### config.mk
export PLATFORM = sky130hd
export DESIGN_NAME = noise_level_statistics_flat
export DESIGN_NICKNAME = d
export VERILOG_FILES = /design/src/hdl/nls_pkg.sv /design/src/hdl/nls_cfg_if.sv /design/src/hdl/nls_in_if.sv /design/src/hdl/nls_out_if.sv /design/src/hdl/noise_level_statistics.sv /design/src/flat_wrapper.sv
export SDC_FILE = /design/constraint.sdc
export NUM_CORES = 2
export LEC_CHECK = 0
export BUFFER_PORTS_ARGS = -buffer_cell sky130_fd_sc_hd__clkbuf_2
export CAP_MARGIN = 20
export CORE_UTILIZATION = 57
export DETAILED_ROUTE_END_ITERATION = 8
export GPL_TIMING_DRIVEN = 1
export PLACE_DENSITY = 0.89
export SLEW_MARGIN = 30
export SYNTH_ARGS = -nofsm -noshare
export SYNTH_HDL_FRONTEND = slang
export SYNTH_SLANG_ARGS = --single-unit
### constraint.sdc
create_clock -name clk_i -period 7.3 [get_ports clk_i]
set_clock_uncertainty 0.15 [all_clocks]
set_input_delay 1.095 -clock clk_i [delete_from_list [all_inputs] [get_ports clk_i]]
set_output_delay 1.095 -clock clk_i [all_outputs]
set_load 0.05 [all_outputs]
### src/hdl/nls_pkg.sv
// Shared widths, register indexes and reset constants of the noise level statistics block.
package nls_pkg;

  localparam int unsigned SMP_W      = 12;
  localparam int unsigned TIME_W     = 32;
  localparam int unsigned CNT_W      = 32;
  localparam int unsigned LSUM_W     = 48;
  localparam int unsigned CTR_W      = 7;
  localparam int unsigned CFG_IDX_W  = 2;
  localparam int unsigned CFG_DATA_W = 32;

  typedef logic [SMP_W-1:0]  level_t;
  typedef logic [TIME_W-1:0] time_t;

  // Configuration register indexes.
  localparam logic [CFG_IDX_W-1:0] CFG_OUTLIER_THR = 2'd0;
  localparam logic [CFG_IDX_W-1:0] CFG_LEGAL_MS    = 2'd1;
  localparam logic [CFG_IDX_W-1:0] CFG_DUTY_MS     = 2'd2;
  localparam logic [CFG_IDX_W-1:0] CFG_LOW_START   = 2'd3;

  localparam level_t            THR_RST    = 12'd4095;
  localparam time_t             PERIOD_RST = 32'd60000;
  localparam level_t            START_RST  = 12'd0;
  localparam level_t            MIN_RST    = 12'd1000;
  localparam logic [CTR_W-1:0]  CTR_RST    = 7'd50;
  localparam logic [CTR_W-1:0]  CTR_TOP    = 7'd99;
  localparam logic [CNT_W-1:0]  WARMUP_CNT = 32'd5;

endpackage

### src/hdl/nls_cfg_if.sv
// Configuration write channel: register index and write data.
interface nls_cfg_if;
  logic                             valid;
  logic                             ready;
  logic [nls_pkg::CFG_IDX_W-1:0]    index;
  logic [nls_pkg::CFG_DATA_W-1:0]   data;

  modport source (output valid, index, data, input ready);
  modport sink   (input valid, index, data, output ready);
endinterface

### src/hdl/nls_in_if.sv
// Sample input channel: one millivolt sample with its timestamp.
interface nls_in_if;
  logic            valid;
  logic            ready;
  nls_pkg::level_t sample_mv;
  nls_pkg::time_t  now_ms;

  modport source (output valid, sample_mv, now_ms, input ready);
  modport sink   (input valid, sample_mv, now_ms, output ready);
endinterface

### src/hdl/nls_out_if.sv
// Result channel: the statistics after one sample.
interface nls_out_if;
  logic                          valid;
  logic                          ready;
  nls_pkg::level_t               noise_avg;
  nls_pkg::level_t               noise_avg_prev;
  nls_pkg::level_t               noise_win_avg;
  nls_pkg::level_t               noise_win_avg_max;
  nls_pkg::level_t               noise_peak;
  nls_pkg::level_t               noise_min;
  nls_pkg::level_t               low_level;
  logic [nls_pkg::CTR_W-1:0]     cycle_count;
  logic                          cycle_done;
  logic                          outlier;

  modport source (output valid, noise_avg, noise_avg_prev, noise_win_avg,
                  noise_win_avg_max, noise_peak, noise_min, low_level,
                  cycle_count, cycle_done, outlier, input ready);
  modport sink   (input valid, noise_avg, noise_avg_prev, noise_win_avg,
                  noise_win_avg_max, noise_peak, noise_min, low_level,
                  cycle_count, cycle_done, outlier, output ready);
endinterface

### src/hdl/noise_level_statistics.sv
// Noise level statistics: sequencer, shared serial divider and statistic registers.
//
// Usage: samples enter on in_i (sample_mv, now_ms) and every accepted sample
// yields exactly one result transaction on res_o, carrying the levels and the
// cycle counter as they stand after that sample. Registers are written on
// cfg_i, which is always ready; write only while no sample is in flight.
// Writing low_noise_start also reloads the floor and all averages.
// Sequence: an accepted sample passes the accumulate and check states, then
// the legal window division, the duty cycle division, both or neither, and
// then the done state. The shared restoring divider produces one quotient
// bit per cycle over the 12 bits of each average.
// in_i.ready is high only while the sequencer is idle, so one sample is
// processed at a time; a new sample may be taken while the previous result
// still waits in the output register.
// If the receiver stalls, the finished result of the next sample waits in the
// sequencer until the output register is free; nothing is dropped.
// Reset (rst_ni low, asynchronous) restores the configuration and statistic registers
// to their defaults, empties the output register and leaves the block idle and ready.
module noise_level_statistics #(
  parameter int unsigned SECOND_MS = 1000
) (
  input  logic        clk_i,
  input  logic        rst_ni,
  nls_cfg_if.sink     cfg_i,
  nls_in_if.sink      in_i,
  nls_out_if.source   res_o
);

  localparam nls_pkg::time_t SecondMs = nls_pkg::time_t'(SECOND_MS);
  localparam int unsigned    DivSteps = nls_pkg::SMP_W;
  localparam int unsigned    StepW    = $clog2(DivSteps);
  localparam logic [StepW-1:0] LastStep = StepW'(DivSteps - 1);

  localparam logic [2:0] S_IDLE = 3'd0;
  localparam logic [2:0] S_ACC  = 3'd1;
  localparam logic [2:0] S_CHK  = 3'd2;
  localparam logic [2:0] S_LDIV = 3'd3;
  localparam logic [2:0] S_LFIN = 3'd4;
  localparam logic [2:0] S_CDIV = 3'd5;
  localparam logic [2:0] S_CFIN = 3'd6;
  localparam logic [2:0] S_DONE = 3'd7;

  typedef logic [nls_pkg::CNT_W-1:0]  cnt_t;
  typedef logic [nls_pkg::CTR_W-1:0]  ctr_t;
  typedef logic [nls_pkg::LSUM_W-1:0] lsum_t;

  logic [2:0] state_q, state_d;

  nls_pkg::level_t thr_q, thr_d, start_q, start_d;
  nls_pkg::time_t  legal_per_q, legal_per_d, duty_q, duty_d;

  nls_pkg::level_t smp_q, smp_d;
  nls_pkg::time_t  now_q, now_d;
  logic            outl_q, outl_d, done_q, done_d, duty_due_q, duty_due_d;

  nls_pkg::time_t  sec_mark_q, sec_mark_d, legal_mark_q, legal_mark_d;
  nls_pkg::time_t  cyc_mark_q, cyc_mark_d;
  logic [nls_pkg::TIME_W-1:0] cyc_sum_q, cyc_sum_d;
  cnt_t            cyc_cnt_q, cyc_cnt_d, leg_cnt_q, leg_cnt_d;
  lsum_t           leg_sum_q, leg_sum_d;
  nls_pkg::level_t floor_q, floor_d, peak_q, peak_d, min_q, min_d;
  nls_pkg::level_t avg_q, avg_d, avg_prev_q, avg_prev_d;
  nls_pkg::level_t leg_avg_q, leg_avg_d, leg_max_q, leg_max_d;
  ctr_t            ctr_q, ctr_d;
  logic            down_q, down_d;

  // Shared restoring divider.
  logic [31:0]            rem_q, rem_d, dvs_q, dvs_d;
  logic [DivSteps-1:0]    dvd_q, dvd_d, quo_q, quo_d;
  logic [StepW-1:0]       step_q, step_d;

  logic                   res_valid_q, res_valid_d;
  nls_pkg::level_t        r_avg_q, r_prev_q, r_legal_q, r_lmax_q, r_peak_q;
  nls_pkg::level_t        r_min_q, r_low_q;
  ctr_t                   r_ctr_q;
  logic                   r_done_q, r_outl_q, res_load;

  logic [32:0]            trial, diff;
  logic                   ge;
  logic [32:0]            cyc_add;
  logic [48:0]            leg_add;
  logic                   div_start;
  lsum_t                  div_dividend;
  logic [31:0]            div_divisor;
  logic                   down_n;

  assign trial = {rem_q, dvd_q[DivSteps-1]};
  assign diff  = trial - {1'b0, dvs_q};
  assign ge    = (trial >= {1'b0, dvs_q});

  assign cyc_add = {1'b0, cyc_sum_q} + {21'd0, smp_q};
  assign leg_add = {1'b0, leg_sum_q} + {37'd0, smp_q};

  assign in_i.ready  = (state_q == S_IDLE);
  assign cfg_i.ready = 1'b1;

  always_comb begin
    state_d      = state_q;
    thr_d        = thr_q;
    start_d      = start_q;
    legal_per_d  = legal_per_q;
    duty_d       = duty_q;
    smp_d        = smp_q;
    now_d        = now_q;
    outl_d       = outl_q;
    done_d       = done_q;
    duty_due_d   = duty_due_q;
    sec_mark_d   = sec_mark_q;
    legal_mark_d = legal_mark_q;
    cyc_mark_d   = cyc_mark_q;
    cyc_sum_d    = cyc_sum_q;
    cyc_cnt_d    = cyc_cnt_q;
    leg_sum_d    = leg_sum_q;
    leg_cnt_d    = leg_cnt_q;
    floor_d      = floor_q;
    peak_d       = peak_q;
    min_d        = min_q;
    avg_d        = avg_q;
    avg_prev_d   = avg_prev_q;
    leg_avg_d    = leg_avg_q;
    leg_max_d    = leg_max_q;
    ctr_d        = ctr_q;
    down_d       = down_q;
    rem_d        = rem_q;
    dvs_d        = dvs_q;
    dvd_d        = dvd_q;
    quo_d        = quo_q;
    step_d       = step_q;
    res_valid_d  = res_valid_q;
    res_load     = 1'b0;
    div_start    = 1'b0;
    div_dividend = leg_sum_q;
    div_divisor  = leg_cnt_q;
    down_n       = down_q;

    if (res_valid_q && res_o.ready) begin
      res_valid_d = 1'b0;
    end

    if (cfg_i.valid) begin
      unique case (cfg_i.index)
        nls_pkg::CFG_OUTLIER_THR: thr_d       = cfg_i.data[nls_pkg::SMP_W-1:0];
        nls_pkg::CFG_LEGAL_MS:    legal_per_d = cfg_i.data;
        nls_pkg::CFG_DUTY_MS:     duty_d      = cfg_i.data;
        nls_pkg::CFG_LOW_START: begin
          start_d    = cfg_i.data[nls_pkg::SMP_W-1:0];
          floor_d    = cfg_i.data[nls_pkg::SMP_W-1:0];
          avg_d      = cfg_i.data[nls_pkg::SMP_W-1:0];
          avg_prev_d = cfg_i.data[nls_pkg::SMP_W-1:0];
          leg_avg_d  = cfg_i.data[nls_pkg::SMP_W-1:0];
          leg_max_d  = cfg_i.data[nls_pkg::SMP_W-1:0];
        end
        default: ;
      endcase
    end

    unique case (state_q)
      S_IDLE: begin
        if (in_i.valid) begin
          smp_d   = in_i.sample_mv;
          now_d   = in_i.now_ms;
          outl_d  = (in_i.sample_mv > thr_q);
          done_d  = 1'b0;
          state_d = S_ACC;
        end
      end
      S_ACC: begin
        if (!outl_q) begin
          if (smp_q < floor_q) floor_d = smp_q;
          if (smp_q > peak_q)  peak_d  = smp_q;
          if ((now_q - sec_mark_q) > SecondMs) begin
            if (!(&cyc_cnt_q) && !cyc_add[32]) begin
              cyc_sum_d = cyc_add[31:0];
              cyc_cnt_d = cyc_cnt_q + cnt_t'(1);
            end
            sec_mark_d = now_q;
          end
          if (!(&leg_cnt_q) && !leg_add[48]) begin
            leg_sum_d = leg_add[47:0];
            leg_cnt_d = leg_cnt_q + cnt_t'(1);
          end
        end
        state_d = S_CHK;
      end
      S_CHK: begin
        duty_due_d = ((now_q - cyc_mark_q) > duty_q);
        if (!outl_q && (smp_q < min_q) && (cyc_cnt_q > nls_pkg::WARMUP_CNT)) begin
          min_d = smp_q;
        end
        if (!outl_q && ((now_q - legal_mark_q) > legal_per_q)) begin
          if (leg_cnt_q != '0) begin
            div_start = 1'b1;
            state_d   = S_LDIV;
          end else begin
            state_d = S_LFIN;
          end
        end else if ((now_q - cyc_mark_q) > duty_q) begin
          if (cyc_cnt_q != '0) begin
            div_start    = 1'b1;
            div_dividend = {16'd0, cyc_sum_q};
            div_divisor  = cyc_cnt_q;
            state_d      = S_CDIV;
          end else begin
            state_d = S_CFIN;
          end
        end else begin
          state_d = S_DONE;
        end
      end
      S_LDIV: begin
        rem_d  = ge ? diff[31:0] : trial[31:0];
        dvd_d  = {dvd_q[DivSteps-2:0], 1'b0};
        quo_d  = {quo_q[DivSteps-2:0], ge};
        step_d = step_q + StepW'(1);
        if (step_q == LastStep) begin
          leg_avg_d = quo_d;
          state_d   = S_LFIN;
        end
      end
      S_LFIN: begin
        if (leg_avg_q > leg_max_q) leg_max_d = leg_avg_q;
        legal_mark_d = now_q;
        leg_sum_d    = '0;
        leg_cnt_d    = '0;
        if (duty_due_q) begin
          if (cyc_cnt_q != '0) begin
            div_start    = 1'b1;
            div_dividend = {16'd0, cyc_sum_q};
            div_divisor  = cyc_cnt_q;
            state_d      = S_CDIV;
          end else begin
            state_d = S_CFIN;
          end
        end else begin
          state_d = S_DONE;
        end
      end
      S_CDIV: begin
        rem_d  = ge ? diff[31:0] : trial[31:0];
        dvd_d  = {dvd_q[DivSteps-2:0], 1'b0};
        quo_d  = {quo_q[DivSteps-2:0], ge};
        step_d = step_q + StepW'(1);
        if (step_q == LastStep) begin
          avg_d   = quo_d;
          state_d = S_CFIN;
        end
      end
      S_CFIN: begin
        // The counter turns round at the top, and at the bottom the floor is
        // reloaded from the tracked minimum.
        if (ctr_q > nls_pkg::CTR_TOP) begin
          down_n = 1'b1;
        end else if (ctr_q == '0) begin
          down_n  = 1'b0;
          floor_d = min_q;
        end
        down_d     = down_n;
        ctr_d      = down_n ? (ctr_q - ctr_t'(1)) : (ctr_q + ctr_t'(1));
        cyc_mark_d = now_q;
        cyc_sum_d  = '0;
        cyc_cnt_d  = '0;
        avg_prev_d = avg_q;
        leg_avg_d  = leg_max_q;
        done_d     = 1'b1;
        state_d    = S_DONE;
      end
      S_DONE: begin
        if (!res_valid_q || res_o.ready) begin
          res_load    = 1'b1;
          res_valid_d = 1'b1;
          state_d     = S_IDLE;
        end
      end
      default: state_d = S_IDLE;
    endcase

    // The averages are bounded by the sample range, so the quotient fits in
    // 12 bits and the upper dividend bits start below the divisor.
    if (div_start) begin
      rem_d  = div_dividend[43:12];
      dvd_d  = div_dividend[DivSteps-1:0];
      dvs_d  = div_divisor;
      quo_d  = '0;
      step_d = '0;
    end
  end

  always_ff @(posedge clk_i or negedge rst_ni) begin
    if (!rst_ni) begin
      state_q      <= S_IDLE;
      thr_q        <= nls_pkg::THR_RST;
      start_q      <= nls_pkg::START_RST;
      legal_per_q  <= nls_pkg::PERIOD_RST;
      duty_q       <= nls_pkg::PERIOD_RST;
      outl_q       <= 1'b0;
      done_q       <= 1'b0;
      duty_due_q   <= 1'b0;
      sec_mark_q   <= '0;
      legal_mark_q <= '0;
      cyc_mark_q   <= '0;
      cyc_sum_q    <= '0;
      cyc_cnt_q    <= '0;
      leg_sum_q    <= '0;
      leg_cnt_q    <= '0;
      floor_q      <= nls_pkg::START_RST;
      peak_q       <= '0;
      min_q        <= nls_pkg::MIN_RST;
      avg_q        <= nls_pkg::START_RST;
      avg_prev_q   <= nls_pkg::START_RST;
      leg_avg_q    <= nls_pkg::START_RST;
      leg_max_q    <= nls_pkg::START_RST;
      ctr_q        <= nls_pkg::CTR_RST;
      down_q       <= 1'b0;
      step_q       <= '0;
      res_valid_q  <= 1'b0;
    end else begin
      state_q      <= state_d;
      thr_q        <= thr_d;
      start_q      <= start_d;
      legal_per_q  <= legal_per_d;
      duty_q       <= duty_d;
      outl_q       <= outl_d;
      done_q       <= done_d;
      duty_due_q   <= duty_due_d;
      sec_mark_q   <= sec_mark_d;
      legal_mark_q <= legal_mark_d;
      cyc_mark_q   <= cyc_mark_d;
      cyc_sum_q    <= cyc_sum_d;
      cyc_cnt_q    <= cyc_cnt_d;
      leg_sum_q    <= leg_sum_d;
      leg_cnt_q    <= leg_cnt_d;
      floor_q      <= floor_d;
      peak_q       <= peak_d;
      min_q        <= min_d;
      avg_q        <= avg_d;
      avg_prev_q   <= avg_prev_d;
      leg_avg_q    <= leg_avg_d;
      leg_max_q    <= leg_max_d;
      ctr_q        <= ctr_d;
      down_q       <= down_d;
      step_q       <= step_d;
      res_valid_q  <= res_valid_d;
    end
  end

  // Payload registers without reset.
  always_ff @(posedge clk_i) begin
    smp_q <= smp_d;
    now_q <= now_d;
    rem_q <= rem_d;
    dvs_q <= dvs_d;
    dvd_q <= dvd_d;
    quo_q <= quo_d;
    if (res_load) begin
      r_avg_q   <= avg_q;
      r_prev_q  <= avg_prev_q;
      r_legal_q <= leg_avg_q;
      r_lmax_q  <= leg_max_q;
      r_peak_q  <= peak_q;
      r_min_q   <= min_q;
      r_low_q   <= floor_q;
      r_ctr_q   <= ctr_q;
      r_done_q  <= done_q;
      r_outl_q  <= outl_q;
    end
  end

  assign res_o.valid             = res_valid_q;
  assign res_o.noise_avg         = r_avg_q;
  assign res_o.noise_avg_prev    = r_prev_q;
  assign res_o.noise_win_avg     = r_legal_q;
  assign res_o.noise_win_avg_max = r_lmax_q;
  assign res_o.noise_peak        = r_peak_q;
  assign res_o.noise_min         = r_min_q;
  assign res_o.low_level         = r_low_q;
  assign res_o.cycle_count       = r_ctr_q;
  assign res_o.cycle_done        = r_done_q;
  assign res_o.outlier           = r_outl_q;

`ifndef SYNTHESIS
  a_ctr_range: assert property (@(posedge clk_i) disable iff (!rst_ni)
    ctr_q <= (nls_pkg::CTR_TOP + ctr_t'(1)))
    else $error("cycle counter left its range");

  a_peak_rises: assert property (@(posedge clk_i) disable iff (!rst_ni)
    peak_q >= $past(peak_q))
    else $error("peak level decreased");

  a_accept_to_acc: assert property (@(posedge clk_i) disable iff (!rst_ni)
    (in_i.valid && in_i.ready) |=> (state_q == S_ACC))
    else $error("accepted sample did not start processing");

  a_div_step: assert property (@(posedge clk_i) disable iff (!rst_ni)
    (state_q == S_LDIV || state_q == S_CDIV) |-> (step_q <= LastStep))
    else $error("divider step count overran");

  a_load_free: assert property (@(posedge clk_i) disable iff (!rst_ni)
    res_load |-> (!res_valid_q || res_o.ready))
    else $error("result overwritten while waiting");
`endif

endmodule
### src/flat_wrapper.sv
// flat-port wrapper written by rule: the top's interface ports become plain ports
module noise_level_statistics_flat 
#(
  parameter int unsigned SECOND_MS = 1000
)
  (clk_i, rst_ni, cfg_i_valid, cfg_i_index, cfg_i_data, cfg_i_ready, in_i_valid, in_i_sample_mv, in_i_now_ms, in_i_ready, res_o_valid, res_o_noise_avg, res_o_noise_avg_prev, res_o_noise_win_avg, res_o_noise_win_avg_max, res_o_noise_peak, res_o_noise_min, res_o_low_level, res_o_cycle_count, res_o_cycle_done, res_o_outlier, res_o_ready);
  nls_cfg_if cfg_i_i ();
  nls_in_if in_i_i ();
  nls_out_if res_o_i ();
  input  logic clk_i;
  input  logic rst_ni;
  input wire logic [$bits(cfg_i_i.valid)-1:0] cfg_i_valid;
  input wire logic [$bits(cfg_i_i.index)-1:0] cfg_i_index;
  input wire logic [$bits(cfg_i_i.data)-1:0] cfg_i_data;
  output wire logic [$bits(cfg_i_i.ready)-1:0] cfg_i_ready;
  input wire logic [$bits(in_i_i.valid)-1:0] in_i_valid;
  input wire logic [$bits(in_i_i.sample_mv)-1:0] in_i_sample_mv;
  input wire logic [$bits(in_i_i.now_ms)-1:0] in_i_now_ms;
  output wire logic [$bits(in_i_i.ready)-1:0] in_i_ready;
  output wire logic [$bits(res_o_i.valid)-1:0] res_o_valid;
  output wire logic [$bits(res_o_i.noise_avg)-1:0] res_o_noise_avg;
  output wire logic [$bits(res_o_i.noise_avg_prev)-1:0] res_o_noise_avg_prev;
  output wire logic [$bits(res_o_i.noise_win_avg)-1:0] res_o_noise_win_avg;
  output wire logic [$bits(res_o_i.noise_win_avg_max)-1:0] res_o_noise_win_avg_max;
  output wire logic [$bits(res_o_i.noise_peak)-1:0] res_o_noise_peak;
  output wire logic [$bits(res_o_i.noise_min)-1:0] res_o_noise_min;
  output wire logic [$bits(res_o_i.low_level)-1:0] res_o_low_level;
  output wire logic [$bits(res_o_i.cycle_count)-1:0] res_o_cycle_count;
  output wire logic [$bits(res_o_i.cycle_done)-1:0] res_o_cycle_done;
  output wire logic [$bits(res_o_i.outlier)-1:0] res_o_outlier;
  input wire logic [$bits(res_o_i.ready)-1:0] res_o_ready;
  assign cfg_i_i.valid = cfg_i_valid;
  assign cfg_i_i.index = cfg_i_index;
  assign cfg_i_i.data = cfg_i_data;
  assign cfg_i_ready = cfg_i_i.ready;
  assign in_i_i.valid = in_i_valid;
  assign in_i_i.sample_mv = in_i_sample_mv;
  assign in_i_i.now_ms = in_i_now_ms;
  assign in_i_ready = in_i_i.ready;
  assign res_o_valid = res_o_i.valid;
  assign res_o_noise_avg = res_o_i.noise_avg;
  assign res_o_noise_avg_prev = res_o_i.noise_avg_prev;
  assign res_o_noise_win_avg = res_o_i.noise_win_avg;
  assign res_o_noise_win_avg_max = res_o_i.noise_win_avg_max;
  assign res_o_noise_peak = res_o_i.noise_peak;
  assign res_o_noise_min = res_o_i.noise_min;
  assign res_o_low_level = res_o_i.low_level;
  assign res_o_cycle_count = res_o_i.cycle_count;
  assign res_o_cycle_done = res_o_i.cycle_done;
  assign res_o_outlier = res_o_i.outlier;
  assign res_o_i.ready = res_o_ready;
  noise_level_statistics #(.SECOND_MS(SECOND_MS)) u_core (.clk_i(clk_i), .rst_ni(rst_ni), .cfg_i(cfg_i_i), .in_i(in_i_i), .res_o(res_o_i));
endmodule
==> reports/qor.txt <==
endpoint arrival time on the critical path -> 7.23 ns
First-pass DRT Iterations -> 6
worst reg2reg path endpoint -> u_core.dvs_q[15]
First DRT Iteration DRCs -> 3,990
number of H-tree branching levels -> 3
cell-by-cell trace of the critical path -> ha_1, or4_1, o221ai_1, a21oi_1, a311oi_2, buf_4, o21ai_1, a221oi_2, o21ai_0, and4_1, or3_1, ha_1, and2_1, nand4_1, or4_1, nor4_1, nor2_1, and2_1, o21ai_2, buf_4, and2_1, o21ai_0
largest net degree at the start of global routing -> 155
Core Box Area -> 64,800 um^2
mapped cell area -> 37,700 um^2
launch point of the critical path -> u_core.now_q[4]
leading area contributor after synthesis -> sky130_fd_sc_hd__dfrtp_1
cell type of the slowest stage on the worst timing path -> sky130_fd_sc_hd__or4_1
net count after synthesis -> 4,227
total power per unit cell area -> 445 nW/um^2
average cell area after synthesis -> 9.77 um^2
dominant synthesized flop cell -> sky130_fd_sc_hd__dfrtp_1
main combinational cell family by area after synthesis -> compound AO/OA/AOI/OAI gates
DR vias -> 31,600
combined global-route utilization of all metal layers -> 31.1%
clock sink count -> 643
kind of cell with the highest combined delay on the critical path -> simple AND/OR/NAND/NOR gates
end of the critical path -> u_core.dvs_q[15]
share of cell area taken by muxes after synthesis -> 4.39%
flip-flop and latch count after synthesis -> 643
achievable clock frequency -> 142 MHz
number of global-route vias before repair -> 31,000
worst hold-check path type -> input port to async pin
final core utilization -> 64.4%
drt drc -> 0
number of nets with antenna violations after routing -> 0
count of synthesis-stage warnings from yosys -> 0
cell chosen for the clock root -> sky130_fd_sc_hd__clkbuf_16
Compound-Gate Fraction of Synth Area -> 17.2%
layout overhead on the synthesized area -> 10.8%
Setup Viol. Count Final -> 0
FF-to-FF path depth -> 22
remaining max-slew budget at the tightest pin -> 32.5%
TritonCTS Buffers -> 67
area fraction in and, or, nand and nor cells after synthesis -> 14.0%
horizontal die dimension -> 259 um
final period demand of the worst path -> 7.03 ns
share of synthesized area occupied by flip-flops and latches -> 45.5%
worst stage delay on the critical path -> 0.59 ns
clock network latency to the later pin of the worst-skew pair -> 0.63 ns
final-report hold violation count -> 0
leading cell type by number of instances after synthesis -> sky130_fd_sc_hd__dfrtp_1
row count -> 93
number of vias per cell -> 6.45
first-pass GRT wire length -> 166 mm
launch point of the worst reg-to-reg path -> u_core.now_q[4]
critical path start-end classification -> flip-flop to flip-flop
Pins Over Slew Limit -> 0
period utilisation layout -> 96.3%
R2R Setup Slk -> 0.27 ns
endpoint class of the critical path -> flip-flop
Critical Path Fanout Max -> 32
final global-route overflow total -> 0
proportion of synthesized flip-flops having asynchronous set or reset -> 65.2%
least setup slack across all paths after layout -> 0.272 ns
worst path required time -> 7.50 ns
Reg clk slew, reported paths -> 0.06 ns
DIE HEIGHT -> 259 um
buffers plus inverters on the worst setup path -> 2
Worst Max-Slew Pin Slew -> 1.01 ns
number of enable-type register cells in the synthesized netlist -> 213
Cells after Synth -> 3,855
count of cell types in the netlist -> 86
number of maximum-capacitance constraint violations -> 0
maximum resistive drop on vdd -> 285 uV
total power consumption of the routed design -> 18.6 mW
I/O Pins -> 179
area share of the leading cell type in the synthesized netlist -> 25.5%
Bufs on Longest Clock Path -> 3
outcome -> completed
commonest cells in the synthesized netlist -> sky130_fd_sc_hd__dfrtp_1, sky130_fd_sc_hd__nand2_1, sky130_fd_sc_hd__inv_1
RePlAce Congestion -> 0.949
count of input and output buffers -> 177
element type at the critical path start -> flip-flop
Post-Synth XOR/XNOR Area -> 3.93%
initial antenna violation count -> 5
Total Routed Length -> 105 mm
worst slack after detailed placement -> 0.0923 ns
Routed wire per std cell -> 21.5 um
# hold bufs at CTS -> 0
Stages on worst setup path -> 22
Pleak -> 18.3 nW
HPWL after detailed placement -> 73.1 mm
share of cells above drive strength 1 -> 13.2%
DIE AREA -> 67,100 um^2
number of nets at the end of the flow -> 4,358
initial cell density of the core -> 58.1%
dominant cells by area after synthesis -> sky130_fd_sc_hd__dfrtp_1, sky130_fd_sc_hd__edfxtp_1, sky130_fd_sc_hd__ha_1
Adder-Cell Fraction of Synth Area -> 9.74%
crit-path most repeated cell -> sky130_fd_sc_hd__and2_1
clock tree from TritonCTS -> done
## routing by layer
metal	GRT usage (%)	part of all wire (%)	vias to the layer above
li1	-	-	14200
met1	39.1	38	15200
met2	50.7	47	1783
met5	0	0	-
met4	17.9	6.2	0
met3	5.40	8.8	442
## worst reg2reg max path, stage by stage, from the launching register on
cell and delay [ns]:
sky130_fd_sc_hd__edfxtp_1 0.49, sky130_fd_sc_hd__ha_1 0.27, sky130_fd_sc_hd__or4_1 0.55, sky130_fd_sc_hd__o221ai_1 0.28, sky130_fd_sc_hd__a21oi_1 0.21, sky130_fd_sc_hd__a311oi_2 0.33, sky130_fd_sc_hd__buf_4 0.18, sky130_fd_sc_hd__o21ai_1 0.12
sky130_fd_sc_hd__a221oi_2 0.39, sky130_fd_sc_hd__o21ai_0 0.27, sky130_fd_sc_hd__and4_1 0.27, sky130_fd_sc_hd__or3_1 0.37, sky130_fd_sc_hd__ha_1 0.30, sky130_fd_sc_hd__and2_1 0.15, sky130_fd_sc_hd__nand4_1 0.14, sky130_fd_sc_hd__or4_1 0.59
sky130_fd_sc_hd__nor4_1 0.38, sky130_fd_sc_hd__nor2_1 0.11, sky130_fd_sc_hd__and2_1 0.18, sky130_fd_sc_hd__o21ai_2 0.20, sky130_fd_sc_hd__buf_4 0.35, sky130_fd_sc_hd__and2_1 0.32, sky130_fd_sc_hd__o21ai_0 0.16
## where the power goes
group          total [mW]  switching, mW  internal, mW
Sequential           5.81          0.775          5.04
Clock                3.57           1.52          2.06
Combinational        9.19           5.71          3.48
## final cells by class
class / instances / area, um^2
antenna: 5 / 12.5
timing repair buffer: 217 / 1290
tap: 855 / 1070
inverter: 335 / 1260
sequential: 643 / 17100
clock buffer: 88 / 1810
clock inverter: 35 / 462
fill: 4728 / 23100
multi-input combinational: 2722 / 18700
## metrics by stage
| stage | std cells | area, um^2 | TNS, ns | hold slack, ns |
|---|---|---|---|---|
| after floorplan | 3855 | 37700 | 0 | 0.275 |
| after global placement | 4769 | 39400 | 0 | 0.277 |
| after detailed placement | 4770 | 39400 | 0 | 0.284 |
| after CTS | 4893 | 41700 | 0 | 0.297 |
| after global routing | 4900 | 41700 | -0.00444 | 0.306 |
| final | 4900 | 41700 | 0 | 0.286 |
## worst min-delay path by stage
stage                    startpoint                        endpoint  cells past startpoint
2_1_floorplan         u_core.done_q         u_core.res_o.cycle_done                      0
3_3_place_gp   u_core.avg_prev_q[3]  u_core.res_o.noise_avg_prev[3]                      0
3_5_place_dp       u_core.peak_q[7]      u_core.res_o.noise_peak[7]                      0
4_1_cts        u_core.avg_prev_q[4]  u_core.res_o.noise_avg_prev[4]                      0
5_1_grt        u_core.avg_prev_q[4]  u_core.res_o.noise_avg_prev[4]                      0
6_report                     rst_ni            u_core.leg_sum_q[38]                      1
## kinds of logic after synthesis
kind of cell,Yosys count
xor+xnor,169
compound gates,1030
mux,151
fa+ha+maj,289
other cells,1
flops,643
simple gates,1082
buf+inv,490
## flip-flops by register name (all words and copies together) (netlist names), 32 cells and up
name,cells
u_core.cyc_cnt_q,32
u_core.cyc_mark_q,32
u_core.cyc_sum_q,32
u_core.duty_q,32
u_core.dvs_q,32
u_core.leg_cnt_q,32
u_core.leg_sum_q,48
u_core.legal_mark_q,32
u_core.legal_per_q,32
u_core.now_q,32
u_core.rem_q,32
u_core.sec_mark_q,32
## cell usage in the layout, fill, tap and decap left out, drive strengths merged, types with 61 or more instances in the layout
| master | Yosys | routed |
|---|---|---|
| a21o | 108 | 108 |
| a21oi | 292 | 292 |
| clkbuf | 132 | 264 |
| dfrtp | 384 | 384 |
| edfxtp | 213 | 213 |
| ha | 282 | 282 |
| inv | 335 | 339 |
| mux2 | 113 | 113 |
| nand2 | 375 | 375 |
| nand3 | 95 | 95 |
| nand4 | 84 | 84 |
| nor2 | 183 | 183 |
| nor3 | 61 | 61 |
| o21ai | 306 | 306 |
| xnor2 | 110 | 110 |
## repair_timing
action / 4_1_cts / 5_1_grt
pin swaps: 0 / 2
endpoints found under the setup margin: 1 / 91
resized for setup: 1 / 4
gates cloned: 0 / 0
buffers inserted: 0 / 1
(Power assumes the default switching activity.)
